==> src/rtl/cpts_pkg.sv <==
// Package for the counter-priority task scheduler.
// Task state codes, controller states and the command/status structs.
// No dependencies.
package cpts_pkg;

   localparam logic REQ_TICK  = 1'b0;
   localparam logic REQ_WRITE = 1'b1;

   typedef enum logic [1:0] {
      TASK_READY    = 2'd0,
      TASK_RUNNING  = 2'd1,
      TASK_SLEEPING = 2'd2,
      TASK_BLOCKED  = 2'd3
   } task_state_type;

   typedef enum logic [3:0] {
      ST_IDLE,
      ST_DISPATCH,
      ST_WRITE,
      ST_DEC_RD,
      ST_DEC_EVAL,
      ST_SCHED,
      ST_RDY_WR,
      ST_ZC,
      ST_ZC_CHK,
      ST_RL,
      ST_SEL,
      ST_SET_RUN,
      ST_RUN_RD,
      ST_RUN_WR,
      ST_OUT_RD,
      ST_OUT
   } ctrl_state_type;

   typedef enum logic [2:0] {
      WR_NONE,
      WR_REQ,
      WR_READY,
      WR_DEC,
      WR_RUN
   } wr_sel_type;

   typedef enum logic [1:0] {
      SCAN_ZERO,
      SCAN_RELOAD,
      SCAN_SELECT
   } scan_mode_type;

   typedef struct packed {
      logic          capture;
      logic          rd_running;
      wr_sel_type    wr_sel;
      logic          scan_start;
      logic          scan_step;
      scan_mode_type scan_mode;
      logic          set_running;
      logic          load_rsp;
      logic          switched;
   } cmd_type;

   typedef struct packed {
      logic is_write;
      logic running_valid;
      logic cnt_nonzero;
      logic all_zero;
      logic scan_done;
      logic rsp_free;
   } status_type;

endpackage

==> src/rtl/cpts_ram.sv <==
// Generic single-write, single-read RAM with registered read data.
// No dependencies.
module cpts_ram #(
   parameter int WIDTH = 19,
   parameter int DEPTH = 16
) (
   input  logic                     clock,
   input  logic                     wr_en,
   input  logic [$clog2(DEPTH)-1:0] wr_addr,
   input  logic [WIDTH-1:0]         wr_data,
   input  logic                     rd_en,
   input  logic [$clog2(DEPTH)-1:0] rd_addr,
   output logic [WIDTH-1:0]         rd_data
);

   logic [WIDTH-1:0] mem_ff [DEPTH];
   logic [WIDTH-1:0] rd_data_ff;

   always_ff @(posedge clock) begin
      if (wr_en) begin
         mem_ff[wr_addr] <= wr_data;
      end
      if (rd_en) begin
         rd_data_ff <= mem_ff[rd_addr];
      end
   end

   assign rd_data = rd_data_ff;

endmodule

==> src/rtl/cpts_ctrl.sv <==
// Controller state machine of the task scheduler.
// Sequences ticks, writes and the three slot scans; depends on cpts_pkg.
module cpts_ctrl (
   input  logic                 clock,
   input  logic                 reset,
   input  logic                 req_valid,
   output logic                 req_ready,
   input  cpts_pkg::status_type status,
   output cpts_pkg::cmd_type    cmd
);
   import cpts_pkg::*;

   ctrl_state_type state_ff, state_in;
   logic           after_ff, after_in;
   logic           sw_ff, sw_in;

   always_ff @(posedge clock) begin
      if (reset) begin
         state_ff <= ST_IDLE;
         after_ff <= 1'b0;
         sw_ff    <= 1'b0;
      end else begin
         state_ff <= state_in;
         after_ff <= after_in;
         sw_ff    <= sw_in;
      end
   end

   always_comb begin
      state_in        = state_ff;
      after_in        = after_ff;
      sw_in           = sw_ff;
      req_ready       = 1'b0;
      cmd.capture     = 1'b0;
      cmd.rd_running  = 1'b0;
      cmd.wr_sel      = WR_NONE;
      cmd.scan_start  = 1'b0;
      cmd.scan_step   = 1'b0;
      cmd.scan_mode   = SCAN_ZERO;
      cmd.set_running = 1'b0;
      cmd.load_rsp    = 1'b0;
      cmd.switched    = sw_ff;
      case (state_ff)
         ST_IDLE: begin
            req_ready = 1'b1;
            if (req_valid) begin
               cmd.capture = 1'b1;
               sw_in       = 1'b0;
               state_in    = ST_DISPATCH;
            end
         end
         ST_DISPATCH: begin
            if (status.is_write) begin
               state_in = ST_WRITE;
            end else if (status.running_valid) begin
               state_in = ST_DEC_RD;
            end else begin
               after_in = 1'b0;
               sw_in    = 1'b1;
               state_in = ST_SCHED;
            end
         end
         ST_WRITE: begin
            cmd.wr_sel = WR_REQ;
            state_in   = ST_OUT_RD;
         end
         ST_DEC_RD: begin
            cmd.rd_running = 1'b1;
            state_in       = ST_DEC_EVAL;
         end
         ST_DEC_EVAL: begin
            if (status.cnt_nonzero) begin
               cmd.wr_sel = WR_DEC;
               state_in   = ST_OUT_RD;
            end else begin
               after_in = 1'b1;
               sw_in    = 1'b1;
               state_in = ST_SCHED;
            end
         end
         ST_SCHED: begin
            if (status.running_valid) begin
               cmd.rd_running = 1'b1;
               state_in       = ST_RDY_WR;
            end else begin
               cmd.scan_start = 1'b1;
               state_in       = ST_ZC;
            end
         end
         ST_RDY_WR: begin
            cmd.wr_sel     = WR_READY;
            cmd.scan_start = 1'b1;
            state_in       = ST_ZC;
         end
         ST_ZC: begin
            cmd.scan_step = 1'b1;
            cmd.scan_mode = SCAN_ZERO;
            if (status.scan_done) begin
               state_in = ST_ZC_CHK;
            end
         end
         ST_ZC_CHK: begin
            cmd.scan_start = 1'b1;
            state_in       = status.all_zero ? ST_RL : ST_SEL;
         end
         ST_RL: begin
            cmd.scan_step = 1'b1;
            cmd.scan_mode = SCAN_RELOAD;
            if (status.scan_done) begin
               cmd.scan_start = 1'b1;
               state_in       = ST_SEL;
            end
         end
         ST_SEL: begin
            cmd.scan_step = 1'b1;
            cmd.scan_mode = SCAN_SELECT;
            if (status.scan_done) begin
               state_in = ST_SET_RUN;
            end
         end
         ST_SET_RUN: begin
            cmd.set_running = 1'b1;
            state_in        = ST_RUN_RD;
         end
         ST_RUN_RD: begin
            cmd.rd_running = 1'b1;
            state_in       = ST_RUN_WR;
         end
         ST_RUN_WR: begin
            cmd.wr_sel = WR_RUN;
            state_in   = after_ff ? ST_OUT_RD : ST_DEC_RD;
         end
         ST_OUT_RD: begin
            cmd.rd_running = 1'b1;
            state_in       = ST_OUT;
         end
         ST_OUT: begin
            if (status.rsp_free) begin
               cmd.load_rsp = 1'b1;
               state_in     = ST_IDLE;
            end
         end
         default: begin
            state_in = ST_IDLE;
         end
      endcase
   end

endmodule

==> src/rtl/cpts_datapath.sv <==
// Datapath of the task scheduler: slot table RAM with valid bits, scan
// counter, selection registers and the result register.
// Depends on cpts_pkg and cpts_ram.
module cpts_datapath #(
   parameter int NUM_SLOTS  = 16,
   parameter int COUNT_BITS = 8
) (
   input  logic                 clock,
   input  logic                 reset,
   input  cpts_pkg::cmd_type    cmd,
   output cpts_pkg::status_type status,
   input  logic                 req_type,
   input  logic [3:0]           req_slot,
   input  logic                 req_present,
   input  logic [1:0]           req_task_state_in,
   input  logic [7:0]           req_priority_in,
   input  logic [7:0]           req_counter_in,
   output logic                 rsp_valid,
   input  logic                 rsp_ready,
   output logic [3:0]           rsp_current_slot,
   output logic                 rsp_switched,
   output logic [7:0]           rsp_counter_left
);
   import cpts_pkg::*;

   localparam int AW       = $clog2(NUM_SLOTS);
   localparam int IW       = $clog2(NUM_SLOTS + 1);
   localparam int ENT_W    = 2 * COUNT_BITS + 3;
   localparam int CNT_LSB  = 0;
   localparam int PRI_LSB  = COUNT_BITS;
   localparam int ST_LSB   = 2 * COUNT_BITS;
   localparam int PRES_BIT = 2 * COUNT_BITS + 2;

   logic                  req_type_ff;
   logic [3:0]            slot_ff;
   logic                  present_ff;
   logic [1:0]            state_ff;
   logic [COUNT_BITS-1:0] prio_ff;
   logic [COUNT_BITS-1:0] cnt_ff;

   logic [AW-1:0]         running_slot_ff;
   logic                  running_valid_ff;
   logic [IW-1:0]         idx_ff;
   logic                  pipe_ff;
   logic [AW-1:0]         proc_ff;
   logic                  all_zero_ff;
   logic                  found_ff;
   logic [AW-1:0]         best_ff;
   logic [COUNT_BITS-1:0] best_cnt_ff;
   logic [NUM_SLOTS-1:0]  valid_ff;
   logic                  rd_valid_ff;

   logic                  rsp_valid_ff;
   logic [3:0]            rsp_slot_ff;
   logic                  rsp_sw_ff;
   logic [7:0]            rsp_cnt_ff;

   logic [ENT_W-1:0]      rd_data;
   logic [ENT_W-1:0]      ent;
   logic                  ent_present;
   task_state_type        ent_state;
   task_state_type        keep_state;
   logic [COUNT_BITS-1:0] ent_prio;
   logic [COUNT_BITS-1:0] ent_cnt;
   logic                  issuing;
   logic                  rd_en;
   logic [AW-1:0]         rd_addr;
   logic                  wr_en;
   logic [AW-1:0]         wr_addr;
   logic [ENT_W-1:0]      wr_data;
   logic                  slot_in_range;
   logic                  reload_hit;
   logic                  sel_hit;

   assign ent         = rd_valid_ff ? rd_data : '0;
   assign ent_present = ent[PRES_BIT];
   assign ent_state   = task_state_type'(ent[ST_LSB +: 2]);
   assign ent_prio    = ent[PRI_LSB +: COUNT_BITS];
   assign ent_cnt     = ent[CNT_LSB +: COUNT_BITS];
   assign keep_state  = (ent_state == TASK_SLEEPING || ent_state == TASK_BLOCKED) ?
                        ent_state : TASK_READY;

   assign issuing       = idx_ff != IW'(NUM_SLOTS);
   assign rd_en         = cmd.rd_running || (cmd.scan_step && issuing);
   assign rd_addr       = cmd.rd_running ? running_slot_ff : idx_ff[AW-1:0];
   assign slot_in_range = int'(slot_ff) < NUM_SLOTS;

   assign reload_hit = cmd.scan_step && cmd.scan_mode == SCAN_RELOAD && pipe_ff &&
                       ent_present;
   assign sel_hit    = cmd.scan_step && cmd.scan_mode == SCAN_SELECT && pipe_ff &&
                       ent_present && ent_state == TASK_READY &&
                       (!found_ff || ent_cnt > best_cnt_ff);

   always_comb begin
      wr_en   = 1'b0;
      wr_addr = running_slot_ff;
      wr_data = ent;
      if (reload_hit) begin
         wr_en   = 1'b1;
         wr_addr = proc_ff;
         wr_data = {ent_present, ent_state, ent_prio, ent_prio};
      end else begin
         case (cmd.wr_sel)
            WR_REQ: begin
               wr_en   = slot_in_range;
               wr_addr = AW'(slot_ff);
               wr_data = {present_ff, state_ff, prio_ff, cnt_ff};
            end
            WR_READY: begin
               wr_en   = 1'b1;
               wr_data = {ent_present, keep_state, ent_prio, ent_cnt};
            end
            WR_DEC: begin
               wr_en   = 1'b1;
               wr_data = {ent_present, ent_state, ent_prio, ent_cnt - COUNT_BITS'(1)};
            end
            WR_RUN: begin
               wr_en   = 1'b1;
               wr_data = {ent_present, TASK_RUNNING, ent_prio, ent_cnt};
            end
            default: begin
               wr_en = 1'b0;
            end
         endcase
      end
   end

   cpts_ram #(
      .WIDTH (ENT_W),
      .DEPTH (NUM_SLOTS)
   ) u_table (
      .clock   (clock),
      .wr_en   (wr_en),
      .wr_addr (wr_addr),
      .wr_data (wr_data),
      .rd_en   (rd_en),
      .rd_addr (rd_addr),
      .rd_data (rd_data)
   );

   always_ff @(posedge clock) begin
      if (cmd.capture) begin
         req_type_ff <= req_type;
         slot_ff     <= req_slot;
         present_ff  <= req_present;
         state_ff    <= req_task_state_in;
         prio_ff     <= COUNT_BITS'(req_priority_in);
         cnt_ff      <= COUNT_BITS'(req_counter_in);
      end
      if (rd_en) begin
         rd_valid_ff <= valid_ff[rd_addr];
      end
      if (cmd.scan_step) begin
         proc_ff <= idx_ff[AW-1:0];
      end
      if (cmd.scan_start) begin
         best_ff     <= '0;
         best_cnt_ff <= '0;
      end else if (sel_hit) begin
         best_ff     <= proc_ff;
         best_cnt_ff <= ent_cnt;
      end
      if (cmd.load_rsp) begin
         rsp_slot_ff <= 4'(running_slot_ff);
         rsp_sw_ff   <= cmd.switched;
         rsp_cnt_ff  <= running_valid_ff ? 8'(ent_cnt) : 8'd0;
      end
   end

   always_ff @(posedge clock) begin
      if (reset) begin
         running_slot_ff  <= '0;
         running_valid_ff <= 1'b0;
         idx_ff           <= IW'(NUM_SLOTS);
         pipe_ff          <= 1'b0;
         all_zero_ff      <= 1'b1;
         found_ff         <= 1'b0;
         valid_ff         <= '0;
         rsp_valid_ff     <= 1'b0;
      end else begin
         if (wr_en) begin
            valid_ff[wr_addr] <= 1'b1;
         end
         if (cmd.set_running) begin
            running_slot_ff  <= found_ff ? best_ff : '0;
            running_valid_ff <= 1'b1;
         end
         if (cmd.scan_start) begin
            idx_ff      <= IW'(1);
            pipe_ff     <= 1'b0;
            all_zero_ff <= 1'b1;
            found_ff    <= 1'b0;
         end else if (cmd.scan_step) begin
            if (issuing) begin
               idx_ff <= idx_ff + IW'(1);
            end
            pipe_ff <= issuing;
            if (cmd.scan_mode == SCAN_ZERO && pipe_ff && ent_present &&
                ent_cnt != '0) begin
               all_zero_ff <= 1'b0;
            end
            if (sel_hit) begin
               found_ff <= 1'b1;
            end
         end
         if (cmd.load_rsp) begin
            rsp_valid_ff <= 1'b1;
         end else if (rsp_ready) begin
            rsp_valid_ff <= 1'b0;
         end
      end
   end

   assign status.is_write      = req_type_ff == REQ_WRITE;
   assign status.running_valid = running_valid_ff;
   assign status.cnt_nonzero   = ent_cnt != '0;
   assign status.all_zero      = all_zero_ff;
   assign status.scan_done     = pipe_ff && !issuing;
   assign status.rsp_free      = !rsp_valid_ff || rsp_ready;

   assign rsp_valid        = rsp_valid_ff;
   assign rsp_current_slot = rsp_slot_ff;
   assign rsp_switched     = rsp_sw_ff;
   assign rsp_counter_left = rsp_cnt_ff;

endmodule

==> src/rtl/counter_priority_task_scheduler.sv <==
// Channel  Direction  Handshake              Payload
// req      in         req_valid/req_ready    req_type, req_slot, req_present,
//                                            req_task_state_in, req_priority_in,
//                                            req_counter_in
// rsp      out        rsp_valid/rsp_ready    rsp_current_slot, rsp_switched,
//                                            rsp_counter_left
//
// One transaction at a time. Each scheduling pass of a tick runs up to three
// table scans (zero check, reload, selection) through the single read port of
// the slot RAM, one slot per cycle; the reload scan runs only when every
// present task's counter is zero.
// Synchronous active-high reset empties the table at once via per-slot valid
// bits. A result waiting on rsp_ready does not block acceptance of the next
// request; only loading the following result waits for the output register.
// Depends on cpts_pkg, cpts_ctrl, cpts_datapath, cpts_ram.
module counter_priority_task_scheduler #(
   parameter int NUM_SLOTS  = 16,
   parameter int COUNT_BITS = 8
) (
   input  logic       clock,
   input  logic       reset,
   input  logic       req_valid,
   output logic       req_ready,
   input  logic       req_type,
   input  logic [3:0] req_slot,
   input  logic       req_present,
   input  logic [1:0] req_task_state_in,
   input  logic [7:0] req_priority_in,
   input  logic [7:0] req_counter_in,
   output logic       rsp_valid,
   input  logic       rsp_ready,
   output logic [3:0] rsp_current_slot,
   output logic       rsp_switched,
   output logic [7:0] rsp_counter_left
);
   import cpts_pkg::*;

   cmd_type    cmd;
   status_type status;

   cpts_ctrl u_ctrl (
      .clock     (clock),
      .reset     (reset),
      .req_valid (req_valid),
      .req_ready (req_ready),
      .status    (status),
      .cmd       (cmd)
   );

   cpts_datapath #(
      .NUM_SLOTS  (NUM_SLOTS),
      .COUNT_BITS (COUNT_BITS)
   ) u_datapath (
      .clock             (clock),
      .reset             (reset),
      .cmd               (cmd),
      .status            (status),
      .req_type          (req_type),
      .req_slot          (req_slot),
      .req_present       (req_present),
      .req_task_state_in (req_task_state_in),
      .req_priority_in   (req_priority_in),
      .req_counter_in    (req_counter_in),
      .rsp_valid         (rsp_valid),
      .rsp_ready         (rsp_ready),
      .rsp_current_slot  (rsp_current_slot),
      .rsp_switched      (rsp_switched),
      .rsp_counter_left  (rsp_counter_left)
   );

endmodule
==> config.mk <==
export PLATFORM = sky130hd
export DESIGN_NAME = counter_priority_task_scheduler
export DESIGN_NICKNAME = d
export VERILOG_FILES = /design/src/rtl/cpts_pkg.sv /design/src/rtl/cpts_ram.sv /design/src/rtl/cpts_ctrl.sv /design/src/rtl/cpts_datapath.sv /design/src/rtl/counter_priority_task_scheduler.sv
export SDC_FILE = /design/constraint.sdc
export NUM_CORES = 1
export LEC_CHECK = 0
export ABC_CLOCK_PERIOD_IN_PS = 6400
export BUFFER_PORTS_ARGS = -buffer_cell sky130_fd_sc_hd__buf_2
export CORE_ASPECT_RATIO = 1.2
export CORE_MARGIN = 2
export CORE_UTILIZATION = 40
export CTS_BUF_LIST = sky130_fd_sc_hd__clkbuf_16
export DETAILED_ROUTE_END_ITERATION = 8
export PLACE_DENSITY = 0.63
export SLEW_MARGIN = 30
export SYNTH_ARGS = -nofsm -noshare
export SYNTH_HDL_FRONTEND = slang
export SYNTH_SLANG_ARGS = --single-unit
==> constraint.sdc <==
create_clock -name clock -period 6.4 [get_ports clock]
set_input_delay 0.32 -clock clock [delete_from_list [all_inputs] [get_ports clock]]
set_output_delay 0.32 -clock clock [all_outputs]
set_load 0.03 [all_outputs]
==> impl_metrics.json <==
{
  "cts_buffer_depth": 3,
  "finalPower_mw": 7.81,
  "setup_viol": 0,
  "p_clk_share_pct": 30.9,
  "p_int_mw": 5.38,
  "postCtsSetupRepairBufs": 0,
  "synth_warnings": 0,
  "crit_fanout": 33,
  "port_buffers": 42,
  "start_util_pct": 40.4,
  "synthTopCellsByArea": "edfxtp_1 64%, dfxtp_1 5.6%, mux2i_1 4.0%, nand2_1 2.6%, a21oi_1 2.1%",
  "fin_cells": 1911,
  "fp-row-count": 83,
  "grt_pass1_vias": 10600,
  "path_common_cell": "nand2_1",
  "htree_levels": 2,
  "synthSimpleGateAreaFrac_pct": 8.52,
  "dpl.hpwl_mm": 30.5,
  "syn_area_per_cell_um2": 13.6,
  "status": "completed",
  "cp-end-kind": "register",
  "power_density_mw_per_mm2": 396,
  "r2r-end": "u_datapath.u_table.mem_ff[0][5]",
  "cts_tree": "built",
  "utilization_pct": 46.4,
  "worst_hold_path.num_cells": 3,
  "grt_overflow_total": 0,
  "synth_seq_cells": 413,
  "fin_area_mm2": 0.0197,
  "drt-total-wl_mm": 46.7,
  "clock_sinks": 413,
  "rsz0062_at_grt": "false",
  "p_sw_mw": 2.43,
  "drc_errors": 0,
  "die_width_um": 193,
  "synth-main-ff-cell": "edfxtp_1",
  "fmax_ghz": 0.231,
  "arrival_ns": 4.51,
  "min_path_type": "input pin to register",
  "grt_antenna_before_repair": 0,
  "r2r_setup_slack_ns": 2.07,
  "drive_gt1_share_pct": 14.3,
  "seqPwrFrac_pct": 46.8,
  "syn-num-nets": 1303,
  "drv_slew": 0,
  "setup_ws_ns": 2.07,
  "dr.pass1.iters": 6,
  "grt_first_pass_wirelength_mm": 68.5,
  "synth_top_family_by_area": "compound AO/OA/AOI/OAI gates",
  "synth-xor-area-share_pct": 0.306,
  "dr_total_vias": 11100,
  "r2r_cells": 8,
  "cts_resized": 0,
  "insertedDiodeCount": 0,
  "cp-startpoint": "u_datapath.rd_valid_ff",
  "worstHoldStart": "rsp_ready",
  "worstMarginPinSlew_ns": 1.02,
  "synth.most_common_cell": "edfxtp_1",
  "period_minus_slack_ns": 4.33,
  "syn-cell-area_mm2": 0.0172,
  "core_mm2": 0.0426,
  "synthAdderAreaFrac_pct": 0.873,
  "p_leak_nw": 6.67,
  "first_iter_violations": 1081,
  "max_stage_delay_ns": 0.94,
  "fin_setup_tns_ns": 0,
  "slew_headroom_pct": 31.0,
  "comb_power_share_pct": 22.3,
  "hold_viol": 0,
  "synth_edf_count": 365,
  "startpoint_type": "register",
  "max_cap_viol_count": 0,
  "synth.top_cell.area_share_pct": 63.7,
  "synth_top_cells_by_count": "365 x edfxtp_1, 119 x nand2_1, 71 x a21oi_1",
  "whs_ns": 0.116,
  "cts_root_buf": "clkbuf_16",
  "clk_latency_ns": 0.55,
  "synthArstFlopShare_pct": 0,
  "path_class": "register to register",
  "ys_seq_area_share_pct": 69.3,
  "place_area_mm2": 0.0181,
  "cts_made_buffers": 42,
  "holdPathEnd": "u_datapath.rsp_valid",
  "yosysTopAreaCell": "edfxtp_1",
  "viasPerCell": 5.78,
  "cp_cell_sequence": "nand2_1 > ha_1 > a31oi_1 > or3_1 > a21oi_1 > nor2b_1 > nand2_1 > nor2_4",
  "ir_drop_mv": 0.244,
  "dieArea_mm2": 0.0447,
  "place_ws_ns": 1.95,
  "worstReg2RegStart": "u_datapath.rd_valid_ff",
  "routabilityCongestion": 0.930,
  "syn_to_final_growth_pct": 14.8,
  "grt_max_degree": 53,
  "timing.final.crit_share_pct": 67.7,
  "skew_ns": 0.0195,
  "synthMuxAreaShare_pct": 4.43,
  "grt_usage_pct": 20.6,
  "ios": 43,
  "antenna_left": 0,
  "nets": 1367,
  "worstPathRequired_ns": 6.58,
  "place_inst": 1810,
  "slowest_stage": "edfxtp_1",
  "synth_compound_area_share_pct": 13.3,
  "clk_pin_slew_worst_paths_ns": 0.06,
  "p_sw_share_pct": 31.1,
  "die_y_um": 231,
  "avgRoutedWirePerCell_um": 24.4,
  "yosys.cell_types.count": 81,
  "syn-instance-count": 1263
}
power by group through the flow:
stage               logic, mW  registers [mW]  clock network (mW)
finish                   1.75            3.65                2.41
detailed placement       1.70            3.70                   0
global route             1.87            3.66                2.56
CTS                      1.72            3.65                2.46
floorplan                1.12            3.58                   0
global placement         1.66            3.70                   0
how the worst max path moves through the flow:
| stage | slack [ns] | cells past startpoint | endpoint |
|---|---|---|---|
| final | 2.07 | 8 | u_datapath.u_table.mem_ff[0][5] |
| after global routing | 1.71 | 8 | u_datapath.u_table.mem_ff[0][15] |
| after floorplan | 3.39 | 9 | u_datapath.u_table.mem_ff[0][0] |
| after CTS | 1.92 | 8 | u_datapath.u_table.mem_ff[4][1] |
| after detailed placement | 1.95 | 8 | u_datapath.u_table.mem_ff[9][15] |
| after global placement | 2.07 | 8 | u_datapath.u_table.mem_ff[12][16] |
placed cells by master (no fill, tap or decap), drive strengths merged, types with 5 or more instances in the layout:
cell type	count
a222oi	15
and3	10
a21oi	73
dlygate4sd3	24
or2	8
ha	12
nand2b	11
a211o	17
and2	5
mux2i	70
edfxtp	365
buf	71
o221ai	22
nand4	8
inv	49
a31oi	29
o21a	6
a211oi	22
nor3	34
o31ai	5
clkinv	18
nand2	121
o21ai	74
o22ai	39
clkbuf	43
dfxtp	48
nor2b	8
nor2	62
nand3	24
kinds of logic after synthesis:
family / after synthesis
flops: 413
compound gates: 337
buf+inv: 114
simple gates: 307
fa+ha+maj: 12
mux: 74
xor+xnor: 6
sequential cells by signal, summed over array words and instances (netlist names), 2 cells and up:
register	cells
u_datapath.rsp_counter_left	8
u_datapath.running_slot_ff	4
u_datapath.proc_ff	4
u_datapath.cnt_ff	8
u_datapath.state_ff	2
u_datapath.u_table.rd_data	19
u_datapath.best_cnt_ff	8
u_datapath.best_ff	4
u_datapath.slot_ff	4
u_datapath.rsp_current_slot	4
u_ctrl.state_ff	4
u_datapath.valid_ff	16
u_datapath.u_table.mem_ff	304
u_datapath.idx_ff	5
u_datapath.prio_ff	8
worst max-delay path: cells and delay by family, from the launching register on:
family	cells	cell delay (ns)
compound gates	2	0.75
simple gates	5	1.94
fa+ha+maj	1	0.31
flops	1	0.94
area by class of cell:
| type | instances | area, um2 |
|---|---|---|
| clock buffers | 43 | 1080 |
| clock inverters | 33 | 280 |
| fillers | 3707 | 22800 |
| multi-input cells | 736 | 4940 |
| well taps | 552 | 691 |
| repair buffers | 95 | 688 |
| flip-flops and latches | 413 | 11900 |
| inverters | 39 | 146 |
timing repair:
action,in CTS,in global routing
endpoints found under the hold margin,24,0
hold buffers,24,0
setup endpoints to repair,0,0
routing by layer:
| metal | vias up | wire length, um | global-route usage, % |
|---|---|---|---|
| met1 | 5514 | 18300 | 25.4 |
| met4 | 0 | 2160 | 9.85 |
| met2 | 421 | 23300 | 35.6 |
| met5 | - | 0 | 0 |
| met3 | 85 | 2880 | 3.06 |
| li1 | 5032 | - | - |
(Power assumes the default switching activity.)
